`src/hdl/tcp_pkg.sv`:
```
package tcp_pkg;

    localparam int MA_W   = 13;
    localparam int TICK_W = 10;
    localparam int CFG_W  = 2;
    localparam int PROD_W = MA_W + TICK_W;

    localparam int RAMP_UP_TICKS   = 1000;
    localparam int HOLD_TICKS      = 1000;
    localparam int RAMP_DOWN_TICKS = 1000;

    localparam int UP_LEN   = (RAMP_UP_TICKS == 0) ? 1 : RAMP_UP_TICKS;
    localparam int HOLD_LEN = (HOLD_TICKS == 0) ? 1 : HOLD_TICKS;
    localparam int DOWN_LEN = (RAMP_DOWN_TICKS == 0) ? 1 : RAMP_DOWN_TICKS;

    localparam logic [TICK_W:0] UP_LEN_V   = (TICK_W + 1)'(UP_LEN);
    localparam logic [TICK_W:0] HOLD_LEN_V = (TICK_W + 1)'(HOLD_LEN);
    localparam logic [TICK_W:0] DOWN_LEN_V = (TICK_W + 1)'(DOWN_LEN);

    localparam int RECIP_SHIFT = PROD_W + TICK_W;
    localparam int RECIP_W     = RECIP_SHIFT + 1;

    localparam logic [RECIP_W-1:0] UP_RECIP =
        RECIP_W'(((64'd1 << RECIP_SHIFT) + 64'(UP_LEN) - 64'd1) / 64'(UP_LEN));
    localparam logic [RECIP_W-1:0] DOWN_RECIP =
        RECIP_W'(((64'd1 << RECIP_SHIFT) + 64'(DOWN_LEN) - 64'd1) / 64'(DOWN_LEN));

    localparam logic [MA_W-1:0] RST_STEP   = MA_W'(500);
    localparam logic [MA_W-1:0] RST_MAX    = MA_W'(3000);
    localparam logic [MA_W-1:0] RST_MIN    = MA_W'(500);
    localparam logic [MA_W-1:0] RST_LIMIT  = MA_W'(5000);
    localparam logic [MA_W-1:0] RST_TARGET = MA_W'(1000);

    typedef enum logic [1:0] {
        PH_UP   = 2'd0,
        PH_HOLD = 2'd1,
        PH_DOWN = 2'd2
    } t_phase;

    typedef enum logic [1:0] {
        DRV_ZERO = 2'd0,
        DRV_HOLD = 2'd1,
        DRV_UP   = 2'd2,
        DRV_DOWN = 2'd3
    } t_drv_mode;

    typedef enum logic [CFG_W-1:0] {
        CFG_STEP  = 2'd0,
        CFG_MAX   = 2'd1,
        CFG_MIN   = 2'd2,
        CFG_LIMIT = 2'd3
    } t_cfg_idx;

endpackage

```
`src/hdl/tcp_drive.sv`:
```
module tcp_drive (
    input  logic [tcp_pkg::PROD_W-1:0] i_prod,
    input  tcp_pkg::t_drv_mode         i_mode,
    input  logic [tcp_pkg::MA_W-1:0]   i_target,
    input  logic [tcp_pkg::MA_W-1:0]   i_limit,
    output logic [tcp_pkg::MA_W-1:0]   o_drive
);
    import tcp_pkg::*;

    logic [RECIP_W-1:0]        recip;
    logic [PROD_W+RECIP_W-1:0] scaled;
    logic [MA_W-1:0]           quot;
    logic [MA_W-1:0]           raw;

    always_comb begin
        recip  = (i_mode == DRV_DOWN) ? DOWN_RECIP : UP_RECIP;
        scaled = (PROD_W + RECIP_W)'(i_prod) * (PROD_W + RECIP_W)'(recip);
        quot   = scaled[RECIP_SHIFT +: MA_W];
        case (i_mode)
            DRV_HOLD: raw = i_target;
            DRV_UP:   raw = quot;
            DRV_DOWN: raw = quot;
            default:  raw = '0;
        endcase
        o_drive = (raw > i_limit) ? i_limit : raw;
    end

endmodule

```
`src/hdl/trapezoid_current_profile_core.sv`:
```
// Trapezoidal current profile generator, one item per control tick.
// Input channel (i_in_valid / o_in_ready): assist enable, start/stop click and
// step click. Output channel (o_out_valid / i_out_ready): drive current in mA,
// phase, running flag and target after the tick.
// The profile state (running, phase, tick, target) updates in the cycle an item
// is accepted, so one item per cycle is taken with no gaps while the output flows.
// The ramp value target * tick / length is formed over two registers: the
// product is stored with the item, then a constant reciprocal multiply and the
// clamp to the output limit feed the output register.
// The result passes the stage register and then the output register. Throughput:
// 1 item per cycle while the receiver takes results, set by the state update
// in the cycle an item is accepted.
// The configuration port writes the step, max, min and limit registers; write
// them only while no item is in flight.
// Reset (synchronous, active low) stops the profile, sets phase ramp up, tick 0,
// target 1000 mA and the configuration to its defaults, and empties both stages.
// When the receiver stalls, the result holds and the internal stage still
// takes one more item before o_in_ready drops.
module trapezoid_current_profile_core (
    input  logic                           i_clk,
    input  logic                           i_rst_n,
    input  logic                           i_cfg_we,
    input  logic [tcp_pkg::CFG_W-1:0]      i_cfg_idx,
    input  logic [tcp_pkg::MA_W-1:0]       i_cfg_wdata,
    input  logic                           i_in_valid,
    output logic                           o_in_ready,
    input  logic                           i_assist_enabled,
    input  logic                           i_toggle_click,
    input  logic                           i_step_click,
    output logic                           o_out_valid,
    input  logic                           i_out_ready,
    output logic [tcp_pkg::MA_W-1:0]       o_drive_ma,
    output logic [1:0]                     o_profile_phase,
    output logic                           o_is_running,
    output logic [tcp_pkg::MA_W-1:0]       o_target_ma
);
    import tcp_pkg::*;

    logic [MA_W-1:0]   r_cfg_step;
    logic [MA_W-1:0]   r_cfg_max;
    logic [MA_W-1:0]   r_cfg_min;
    logic [MA_W-1:0]   r_cfg_limit;

    logic              r_run;
    t_phase            r_phase;
    logic [TICK_W-1:0] r_tick;
    logic [MA_W-1:0]   r_target;

    logic              n_run;
    t_phase            n_phase;
    logic [TICK_W-1:0] n_tick;
    logic [MA_W-1:0]   n_target;
    logic [PROD_W-1:0] n_prod;

    logic              r_a_vld;
    logic [PROD_W-1:0] r_a_prod;
    t_drv_mode         r_a_mode;
    logic [MA_W-1:0]   r_a_target;
    t_phase            r_a_phase;
    logic              r_a_run;

    logic              r_o_vld;
    logic [MA_W-1:0]   r_o_drive;
    t_phase            r_o_phase;
    logic              r_o_run;
    logic [MA_W-1:0]   r_o_target;

    t_drv_mode         mode;
    logic [TICK_W-1:0] count;
    logic [TICK_W:0]   len;
    logic [TICK_W:0]   tick_inc;
    t_phase            nxt;
    logic              adv;
    logic [MA_W:0]     tgt_sum;
    logic [MA_W-1:0]   drive;

    logic              in_acc;
    logic              o_load;
    logic              o_acc;

    assign o_acc      = r_o_vld && i_out_ready;
    assign o_load     = r_a_vld && (!r_o_vld || i_out_ready);
    assign o_in_ready = !r_a_vld || o_load;
    assign in_acc     = i_in_valid && o_in_ready;

    always_comb begin
        n_run    = r_run;
        n_phase  = r_phase;
        n_tick   = r_tick;
        n_target = r_target;
        mode     = DRV_ZERO;
        count    = '0;
        len      = UP_LEN_V;
        nxt      = PH_HOLD;
        adv      = 1'b0;
        tick_inc = '0;
        tgt_sum  = {1'b0, r_target} + {1'b0, r_cfg_step};
        if (!i_assist_enabled) begin
            n_run   = 1'b0;
            n_phase = PH_UP;
            n_tick  = '0;
        end else begin
            if (i_toggle_click) begin
                n_run = !r_run;
                if (!r_run) begin
                    n_phase = PH_UP;
                    n_tick  = '0;
                end
            end
            if (i_step_click) begin
                n_target = (tgt_sum > {1'b0, r_cfg_max}) ? r_cfg_min : tgt_sum[MA_W-1:0];
            end
            if (n_run) begin
                case (n_phase)
                    PH_UP: begin
                        mode  = DRV_UP;
                        count = n_tick;
                        len   = UP_LEN_V;
                        nxt   = PH_HOLD;
                        adv   = 1'b1;
                    end
                    PH_HOLD: begin
                        mode = DRV_HOLD;
                        len  = HOLD_LEN_V;
                        nxt  = PH_DOWN;
                        adv  = 1'b1;
                    end
                    PH_DOWN: begin
                        mode  = DRV_DOWN;
                        count = ({1'b0, n_tick} >= DOWN_LEN_V) ? '0 :
                                TICK_W'(DOWN_LEN_V - {1'b0, n_tick});
                        len   = DOWN_LEN_V;
                        nxt   = PH_UP;
                        adv   = 1'b1;
                    end
                    default: begin
                        n_phase = PH_UP;
                        n_tick  = '0;
                    end
                endcase
                if (adv) begin
                    tick_inc = {1'b0, n_tick} + (TICK_W + 1)'(1);
                    if (tick_inc >= len) begin
                        n_phase = nxt;
                        n_tick  = '0;
                    end else begin
                        n_tick = tick_inc[TICK_W-1:0];
                    end
                end
            end
        end
        n_prod = PROD_W'(n_target) * PROD_W'(count);
    end

    tcp_drive u_drive (
        .i_prod   (r_a_prod),
        .i_mode   (r_a_mode),
        .i_target (r_a_target),
        .i_limit  (r_cfg_limit),
        .o_drive  (drive)
    );

    always_ff @(posedge i_clk) begin
        if (!i_rst_n) begin
            r_cfg_step  <= RST_STEP;
            r_cfg_max   <= RST_MAX;
            r_cfg_min   <= RST_MIN;
            r_cfg_limit <= RST_LIMIT;
            r_run       <= 1'b0;
            r_phase     <= PH_UP;
            r_tick      <= '0;
            r_target    <= RST_TARGET;
            r_a_vld     <= 1'b0;
            r_o_vld     <= 1'b0;
        end else begin
            if (i_cfg_we) begin
                case (t_cfg_idx'(i_cfg_idx))
                    CFG_STEP:  r_cfg_step  <= i_cfg_wdata;
                    CFG_MAX:   r_cfg_max   <= i_cfg_wdata;
                    CFG_MIN:   r_cfg_min   <= i_cfg_wdata;
                    CFG_LIMIT: r_cfg_limit <= i_cfg_wdata;
                    default: ;
                endcase
            end
            if (in_acc) begin
                r_run    <= n_run;
                r_phase  <= n_phase;
                r_tick   <= n_tick;
                r_target <= n_target;
            end
            if (in_acc) begin
                r_a_vld <= 1'b1;
            end else if (o_load) begin
                r_a_vld <= 1'b0;
            end
            if (o_load) begin
                r_o_vld <= 1'b1;
            end else if (o_acc) begin
                r_o_vld <= 1'b0;
            end
        end
        if (in_acc) begin
            r_a_prod   <= n_prod;
            r_a_mode   <= mode;
            r_a_target <= n_target;
            r_a_phase  <= n_phase;
            r_a_run    <= n_run;
        end
        if (o_load) begin
            r_o_drive  <= drive;
            r_o_phase  <= r_a_phase;
            r_o_run    <= r_a_run;
            r_o_target <= r_a_target;
        end
    end

    assign o_out_valid     = r_o_vld;
    assign o_drive_ma      = r_o_drive;
    assign o_profile_phase = r_o_phase;
    assign o_is_running    = r_o_run;
    assign o_target_ma     = r_o_target;

    a_stopped_no_drive: assert property (@(posedge i_clk) disable iff (!i_rst_n)
        (o_out_valid && !o_is_running) |-> (o_drive_ma == '0))
        else $error("drive nonzero while stopped");

    a_drive_limited: assert property (@(posedge i_clk) disable iff (!i_rst_n)
        o_out_valid |-> (o_drive_ma <= r_cfg_limit))
        else $error("drive above output limit");

    a_accept_fills_stage: assert property (@(posedge i_clk) disable iff (!i_rst_n)
        in_acc |=> r_a_vld)
        else $error("accepted item lost from stage");

    a_phase_legal: assert property (@(posedge i_clk) disable iff (!i_rst_n)
        (r_phase == PH_UP) || (r_phase == PH_HOLD) || (r_phase == PH_DOWN) ||
        (r_tick == '0))
        else $error("fault phase with nonzero tick");

endmodule

```
`config.mk`:
```
export PLATFORM = sky130hd
export DESIGN_NAME = trapezoid_current_profile_core
export DESIGN_NICKNAME = d
export VERILOG_FILES = /design/src/hdl/tcp_pkg.sv /design/src/hdl/tcp_drive.sv /design/src/hdl/trapezoid_current_profile_core.sv
export SDC_FILE = /design/constraint.sdc
export NUM_CORES = 1
export LEC_CHECK = 0
export ABC_AREA = 1
export BUFFER_PORTS_ARGS = -buffer_cell sky130_fd_sc_hd__buf_2
export CAP_MARGIN = 25
export CELL_PAD_IN_SITES_DETAIL_PLACEMENT = 0
export CELL_PAD_IN_SITES_GLOBAL_PLACEMENT = 1
export CORE_MARGIN = 2
export CORE_UTILIZATION = 50
export CTS_BUF_LIST = sky130_fd_sc_hd__clkbuf_8
export DETAILED_ROUTE_END_ITERATION = 8
export PLACE_DENSITY = 0.9
export REMOVE_ABC_BUFFERS = 1
export SYNTH_ARGS = -nofsm -noshare
export SYNTH_HDL_FRONTEND = slang
export SYNTH_HIERARCHICAL = 1
export SYNTH_SLANG_ARGS = --single-unit
```
`constraint.sdc`:
```
create_clock -name i_clk -period 10.9 [get_ports i_clk]
set_clock_uncertainty 0.05 [all_clocks]
set_input_delay 2.18 -clock i_clk [delete_from_list [all_inputs] [get_ports i_clk]]
set_output_delay 2.18 -clock i_clk [all_outputs]
set_load 0.05 [all_outputs]
```
Word level (Yosys, flattened, before mapping)
Index checks and enable logic that the tools add are counted.
- word-level logic and storage cells: 96
- register bits: 150
- equal/unequal tests: 8
- multipliers: 2
- multiplexer cells: 41
- reduce and logical (&&, ||, !) cells: 19
- order comparisons: 4
- add/subtract/negate cells: 3
- operators with widths (kind ; number):
    $mux 10 ; 13
    $mux 13 ; 4
    $mul 23x24->46 const B ; 1
    $pmux 13 s2 ; 1
    $mul 13x10->23 ; 1
    $mux 11 ; 2
    $pmux 10 s2 ; 1
    $mux 2 ; 8
    $add 13x13->14 ; 1
    $gt 14x13->1 ; 1
    $gt 13x13->1 ; 1
    $add 10x1->11 const B ; 1
    $ge 11x11->1 ; 1
    $eq 2x2->1 const B ; 5
    $ge 10x10->1 const B ; 1
    $mux 1 ; 10
    $reduce_and 2->1 ; 5
    $sub 10x10->10 const A ; 1
    $eq 2x1->1 const B ; 3
    $pmux 2 s3 ; 1
    $logic_not 2->1 ; 2
    $pmux 2 s2 ; 1
    $reduce_bool 2->1 ; 2
    $logic_and 1x1->1 ; 3
    other kinds (4) ; 7

Depth between registers and ports, before layout
- depth after elaboration: 14
- depth in mapped cells: 46
- depth with buffers taken out: 45

By module
The synthesis kept the hierarchy.
- modules (own cells, without submodules) (module ; cells each ; instances ; area each (um2)):
    trapezoid_current_profile_core ; 1371 ; 1 ; 11706.2
    tcp_drive ; 1450 ; 1 ; 10522.6

Least setup slack after synthesis
Ideal clock, no wire load.
- path kind: input to register
- start point: in i_toggle_click
- end point: reg r_a_prod[21] (data pin)
- stages on the path: 29
- arrival: 7671 ps
- library setup time: 265 ps
- setup slack: 2914 ps
- cells stage by stage: nand2_4 -> buf_6 -> nand2_1 -> ha_1 -> a21oi_1 -> nor2_1 -> o311ai_1 -> a21oi_2 -> buf_4 -> a21boi_2 -> fa_1 -> fa_1 -> inv_1 -> fa_1 -> inv_1 -> fa_1 -> inv_1 -> fa_1 -> inv_1 -> ha_1 -> nand2_1 -> nor2_1 -> nor2_1 -> nand2_1 -> a21boi_0 -> o21ai_0 -> a21oi_1 -> o21ai_0 -> xor2_1
- longest elaborated chain between the ends: 8
- elaborated cells between the ends (all ways): 15
- ends and longest elaborated chain (what ; line ; text):
    from (decl) ; trapezoid_current_profile_core.sv:28 ; input logic i_toggle_click,
    $mux 10 ; trapezoid_current_profile_core.sv:103 ; if (i_toggle_click) begin
    $mux 10 ; trapezoid_current_profile_core.sv:98 ; if (!i_assist_enabled) begin
    $sub 10x10->10 / $ge 10x10->1 (equally long branches) ; trapezoid_current_profile_core.sv:131, trapezoid_current_profile_core.sv:130 ;
    $mux 10 ; trapezoid_current_profile_core.sv:130 ; count = ({1'b0, n_tick} >= DOWN_LEN_V) ? '0 :
    $pmux 10 s2 ; trapezoid_current_profile_core.sv:114 ; case (n_phase)
    $mux 10 (*) ; trapezoid_current_profile_core.sv:113 ; if (n_run) begin
    $mux 10 (*) ; trapezoid_current_profile_core.sv:98 ;
    $mul 13x10->23 (*) ; trapezoid_current_profile_core.sv:152 ; n_prod = PROD_W'(n_target) * PROD_W'(count);
    named net n_prod[21] ; trapezoid_current_profile_core.sv:53 ; logic [PROD_W-1:0] n_prod;
    to (signal assigned) ; trapezoid_current_profile_core.sv:203 ; r_a_prod <= n_prod;
    to (decl) ; trapezoid_current_profile_core.sv:56 ; logic [PROD_W-1:0] r_a_prod;
The timed path passes the listed nets; every way through them passes the cells marked *. The select of a mux whose other input is x is not followed.
A chain may end at the register's enable or synchronous reset.

Worst setup path in the final report
- start point: reg r_target[0]
- end point: reg r_a_prod[22] (data pin)
- longest elaborated chain between the ends: 6
- ends and longest elaborated chain (what ; line ; text):
    from (decl) ; trapezoid_current_profile_core.sv:47 ; logic [MA_W-1:0] r_target;
    from (signal assigned) ; trapezoid_current_profile_core.sv:189 ; r_target <= n_target;
    $add 13x13->14 (*) ; trapezoid_current_profile_core.sv:97 ; tgt_sum = {1'b0, r_target} + {1'b0, r_cfg_step};
    $gt 14x13->1 ; trapezoid_current_profile_core.sv:111 ; n_target = (tgt_sum > {1'b0, r_cfg_max}) ? r_cfg_min : tgt_sum[MA_W-1:0];
    $mux 13 (*) ; trapezoid_current_profile_core.sv:111 ;
    $mux 13 (*) ; trapezoid_current_profile_core.sv:110 ; if (i_step_click) begin
    $mux 13 (*) ; trapezoid_current_profile_core.sv:98 ;
    named net n_target[12] ; trapezoid_current_profile_core.sv:52 ; logic [MA_W-1:0] n_target;
    $mul 13x10->23 (*) ; trapezoid_current_profile_core.sv:152 ;
    named net n_prod[22] ; trapezoid_current_profile_core.sv:53 ;
The timed path passes the listed nets; every way through them passes the cells marked *.

==> impl_metrics.xml <==
<?xml version="1.0" encoding="UTF-8"?>
<metrics>
  <group name="outcome">
    <metric name="status" unit="">complete, no violations</metric>
  </group>
  <group name="logic_synthesis">
    <metric name="synth_sequential_area_ratio" unit="">0.167</metric>
    <metric name="synthesis.yosys.warnings" unit="">6</metric>
    <metric name="synth_seq_cells" unit="">150</metric>
    <metric name="synthFlopType" unit="">sky130_fd_sc_hd__dfxtp_1</metric>
    <metric name="yosys_top_cell_area_share" unit="">0.217</metric>
    <metric name="postSynthAreaPerCell" unit="sq um">7.88</metric>
    <metric name="postSynthCellCount" unit="">2821</metric>
    <metric name="synth.distinct_cells" unit="">61</metric>
    <metric name="synth-edff-count" unit="">70</metric>
    <metric name="synth_top_area_cell" unit="">sky130_fd_sc_hd__fa_1</metric>
    <metric name="netlist_top_cells_area" unit="">sky130_fd_sc_hd__fa_1 22%, sky130_fd_sc_hd__ha_1 19%, sky130_fd_sc_hd__inv_1 11%</metric>
    <metric name="syn_area" unit="sq mm">0.0222</metric>
    <metric name="synthArstFlopShare" unit="">0</metric>
  </group>
  <group name="placement">
    <metric name="placed_cells_incl_taps" unit="">3425</metric>
    <metric name="io_buffers" unit="">53</metric>
    <metric name="gp_congestion" unit="">0.955</metric>
    <metric name="place_worst_setup_slack" unit="ps">1870</metric>
    <metric name="detailedPlacementHpwl" unit="um">49700</metric>
  </group>
  <group name="layout">
    <metric name="fill_cells" unit="">4310</metric>
    <metric name="multi_input_area" unit="sq mm">0.0157</metric>
    <metric name="synthToLayoutAreaGrowth" unit="%">5.41</metric>
    <metric name="layout.area.seq" unit="sq mm">0.00370</metric>
    <metric name="layout.cells.most_common_list" unit="">664 x sky130_fd_sc_hd__inv_1, 637 x sky130_fd_sc_hd__nand2_1, 343 x sky130_fd_sc_hd__ha_1</metric>
    <metric name="num-nets-final" unit="">3460</metric>
    <metric name="mostFrequentLayoutCell" unit="">sky130_fd_sc_hd__inv_1</metric>
    <metric name="largest_register" unit="">r_a_prod</metric>
    <metric name="largest_register_ffs" unit="">23</metric>
    <metric name="drive_above_1_share" unit="">0.0684</metric>
    <metric name="final_cells" unit="">3459</metric>
  </group>
  <group name="clock_tree">
    <metric name="post_cts_setup_buffer_count" unit="">0</metric>
    <metric name="clk_root_buffer_cell" unit="">sky130_fd_sc_hd__clkbuf_8</metric>
    <metric name="cts_tree" unit="">done</metric>
    <metric name="ctsResizeCount" unit="">0</metric>
    <metric name="hold_buffers" unit="">0</metric>
    <metric name="cts.sinks" unit="">150</metric>
    <metric name="ctsHtreeMaxLevel" unit="">4</metric>
    <metric name="clk_path_buf_depth" unit="">2</metric>
    <metric name="cts_buffers" unit="">17</metric>
    <metric name="clock_edge_transition_at_the_registers_on_the_reported_setup_and_hold_paths" unit="ps">100</metric>
    <metric name="worst_skew_pair.late_latency" unit="ps">510</metric>
  </group>
  <group name="route">
    <metric name="postRouteAntennaNets" unit="">0</metric>
    <metric name="drt_first_iter_violations" unit="">1081</metric>
    <metric name="drt-wirelength-per-cell" unit="um">17.0</metric>
    <metric name="vias" unit="">17800</metric>
    <metric name="drt_wl_total" unit="um">58900</metric>
    <metric name="vias_per_cell" unit="">5.16</metric>
    <metric name="detail_route.first_pass.iterations" unit="">5</metric>
    <metric name="post-route-drc-count" unit="">0</metric>
  </group>
  <group name="timing">
    <metric name="max_freq" unit="MHz">115</metric>
    <metric name="worst_pin_slew" unit="ps">1090</metric>
    <metric name="final_max_slew_viol_count" unit="">0</metric>
    <metric name="setup_repair_after_global_routing_missed_its_margin" unit="">false</metric>
    <metric name="hold_violations" unit="">0</metric>
    <metric name="fin_ws" unit="ps">2180</metric>
    <metric name="finalSetupTns" unit="ps">0</metric>
    <metric name="setup-violations-final" unit="">0</metric>
    <metric name="min_period_over_period" unit="">0.800</metric>
    <metric name="min_period" unit="ps">8720</metric>
    <metric name="worst_slew_margin_rel" unit="">0.275</metric>
  </group>
  <group name="grt">
    <metric name="gr-usage-all-layers" unit="">0.263</metric>
    <metric name="initial_antenna_violation_count" unit="">0</metric>
    <metric name="overflow" unit="">0</metric>
    <metric name="grt_util_met1" unit="">0.327</metric>
    <metric name="globalRouteMet3Util" unit="">0.0253</metric>
    <metric name="pin_count_of_the_biggest_net_entering_global_routing" unit="">65</metric>
    <metric name="global_route.peak_usage_layer" unit="">met2</metric>
    <metric name="met2_usage" unit="">0.471</metric>
    <metric name="grt_first_pass_wirelength" unit="um">96300</metric>
    <metric name="via_count_of_the_first_global_routing_pass" unit="">18400</metric>
  </group>
  <group name="power">
    <metric name="static-leakage-power" unit="nW">12.8</metric>
    <metric name="power_density" unit="mW/mm^2">250</metric>
    <metric name="power.ir.vdd_worst" unit="uV">259</metric>
  </group>
  <group name="worst_setup_path">
    <metric name="ff2ff_setup_slack" unit="ps">2180</metric>
    <metric name="timing.critical_path.mode_cell" unit="">sky130_fd_sc_hd__nand2_1</metric>
    <metric name="worst-r2r-cell-count" unit="">40</metric>
    <metric name="critical_path.startpoint" unit="">r_target[0]$_SDFFE_PN0P_</metric>
    <metric name="largest_driver_fanout_on_the_critical_path" unit="">14</metric>
    <metric name="worst_setup_path_start_kind" unit="">flop</metric>
    <metric name="r2r-end" unit="">r_a_prod[22]$_DFFE_PP_</metric>
    <metric name="setup.worst_path.class" unit="">reg2reg</metric>
    <metric name="worst-endpoint-arrival" unit="ps">8920</metric>
    <metric name="library_cell_contributing_the_largest_single_delay_on_the_critical_path" unit="">sky130_fd_sc_hd__fa_1</metric>
    <metric name="capture_point_of_the_critical_path" unit="">r_a_prod[22]$_DFFE_PP_</metric>
    <metric name="reg2reg_from" unit="">r_target[0]$_SDFFE_PN0P_</metric>
    <metric name="critical_path.endpoint_type" unit="">flop</metric>
    <metric name="timing.critical_path.slowest_cell_delay" unit="ps">580</metric>
    <metric name="timing.critical_path.required" unit="ps">11100</metric>
  </group>
  <group name="floorplanning">
    <metric name="floorplan.initialDensity" unit="">0.505</metric>
    <metric name="row_cnt" unit="">77</metric>
    <metric name="fp.coreArea" unit="sq mm">0.0440</metric>
    <metric name="chipWidth" unit="um">215</metric>
    <metric name="die-area" unit="sq mm">0.0462</metric>
    <metric name="design.portCount" unit="">54</metric>
    <metric name="die_h" unit="um">215</metric>
  </group>
  <group name="job">
    <metric name="timing.max_cap.violations" unit="">0</metric>
  </group>
  <group name="min_path">
    <metric name="min_path_cells" unit="">0</metric>
    <metric name="holdCritPathClass" unit="">reg2reg</metric>
  </group>
</metrics>
[layout make-up]
| class | instances | area share |
|---|---|---|
| Multi-Input combinational cell | 1949 | 0.671 |
| Sequential cell | 150 | 0.158 |
| Inverter | 675 | 0.108 |
| Tap cell | 592 | 0.0316 |
| Timing Repair Buffer | 60 | 0.0141 |
| Clock buffer | 18 | 0.0106 |
| Clock inverter | 14 | 0.00646 |
| Antenna cell | 1 | 0.000107 |
[worst min path at each step]
stage | startpoint | end | slack (ps)
2_1_floorplan | r_a_run$_DFFE_PP_ | o_is_running$_DFFE_PP_ | 350
3_3_place_gp | r_a_phase[1]$_DFFE_PP_ | o_profile_phase[1]$_DFFE_PP_ | 380
3_5_place_dp | r_a_phase[1]$_DFFE_PP_ | o_profile_phase[1]$_DFFE_PP_ | 380
4_1_cts | r_a_phase[1]$_DFFE_PP_ | o_profile_phase[1]$_DFFE_PP_ | 400
5_1_grt | r_a_phase[1]$_DFFE_PP_ | o_profile_phase[1]$_DFFE_PP_ | 410
6_report | r_a_phase[1]$_DFFE_PP_ | o_profile_phase[1]$_DFFE_PP_ | 400
[cell families after synthesis]
| logic type | after synthesis | share of synthesized area |
|---|---|---|
| simple gates | 1053 | 0.207 |
| buf+inv | 722 | 0.127 |
| fa+ha+maj | 584 | 0.410 |
| compound gates | 276 | 0.0751 |
| flops | 150 | 0.167 |
| xor+xnor | 36 | 0.0142 |
[metal layers]
metal | wire, um | share of wire
met1 | 24800 | 0.42
met2 | 29700 | 0.50
met3 | 2300 | 0.039
met4 | 2110 | 0.036
met5 | 0 | 0
[cells in the mapped netlist (3+ instances only)]
library cell	number
sky130_fd_sc_hd__nand3_2	14
sky130_fd_sc_hd__o21ai_1	5
sky130_fd_sc_hd__dfxtp_1	80
sky130_fd_sc_hd__buf_4	5
sky130_fd_sc_hd__nand3_1	132
sky130_fd_sc_hd__or2_2	3
sky130_fd_sc_hd__edfxtp_1	70
sky130_fd_sc_hd__fa_1	241
sky130_fd_sc_hd__ha_1	343
sky130_fd_sc_hd__clkbuf_8	3
sky130_fd_sc_hd__inv_1	663
sky130_fd_sc_hd__xor2_1	25
sky130_fd_sc_hd__buf_2	10
sky130_fd_sc_hd__a21boi_0	36
sky130_fd_sc_hd__a21oi_1	104
sky130_fd_sc_hd__nor2_4	6
sky130_fd_sc_hd__o211ai_1	13
sky130_fd_sc_hd__o21bai_1	10
sky130_fd_sc_hd__xnor2_1	11
sky130_fd_sc_hd__nand2_4	3
sky130_fd_sc_hd__nand4_1	19
sky130_fd_sc_hd__nor2_1	159
sky130_fd_sc_hd__o21ai_0	69
sky130_fd_sc_hd__nand2_2	27
sky130_fd_sc_hd__nand3_4	3
sky130_fd_sc_hd__a21boi_1	18
sky130_fd_sc_hd__nor3_1	10
sky130_fd_sc_hd__nand4_2	4
sky130_fd_sc_hd__nand3b_1	3
sky130_fd_sc_hd__nand2_1	637
sky130_fd_sc_hd__inv_2	10
sky130_fd_sc_hd__clkbuf_1	22
sky130_fd_sc_hd__buf_6	3
sky130_fd_sc_hd__a21oi_2	6
sky130_fd_sc_hd__and2_1	8
sky130_fd_sc_hd__nor2_2	16
[metrics by stage]
stage          hold slack [ps]  total power [mW]   util  instance area [sq um]
2_1_floorplan              350              4.13      -                  21900
3_3_place_gp               380              5.40  0.523                  23000
3_5_place_dp               377              5.44  0.523                  23000
4_1_cts                    405              5.92  0.532                  23400
5_1_grt                    413              6.60  0.532                  23400
6_report                   397              5.86  0.532                  23400
[worst max-delay path, delay by kind of cell (launching register included)]
family	cells	cell delay, ps
AOI/OAI and AO/OA	3	370
xor gates and xnor gates	2	340
adders and majority gates	9	3650
buffers and inverters	6	460
DFF	1	370
and+or+nand+nor	20	3190
[power breakdown]
| group | internal, mW | switching (mW) |
|---|---|---|
| sequential | 0.640 | 0.0487 |
| combinational | 1.60 | 3.12 |
| clock | 0.211 | 0.238 |
No activity file was read; power rests on OpenSTA's default activity.
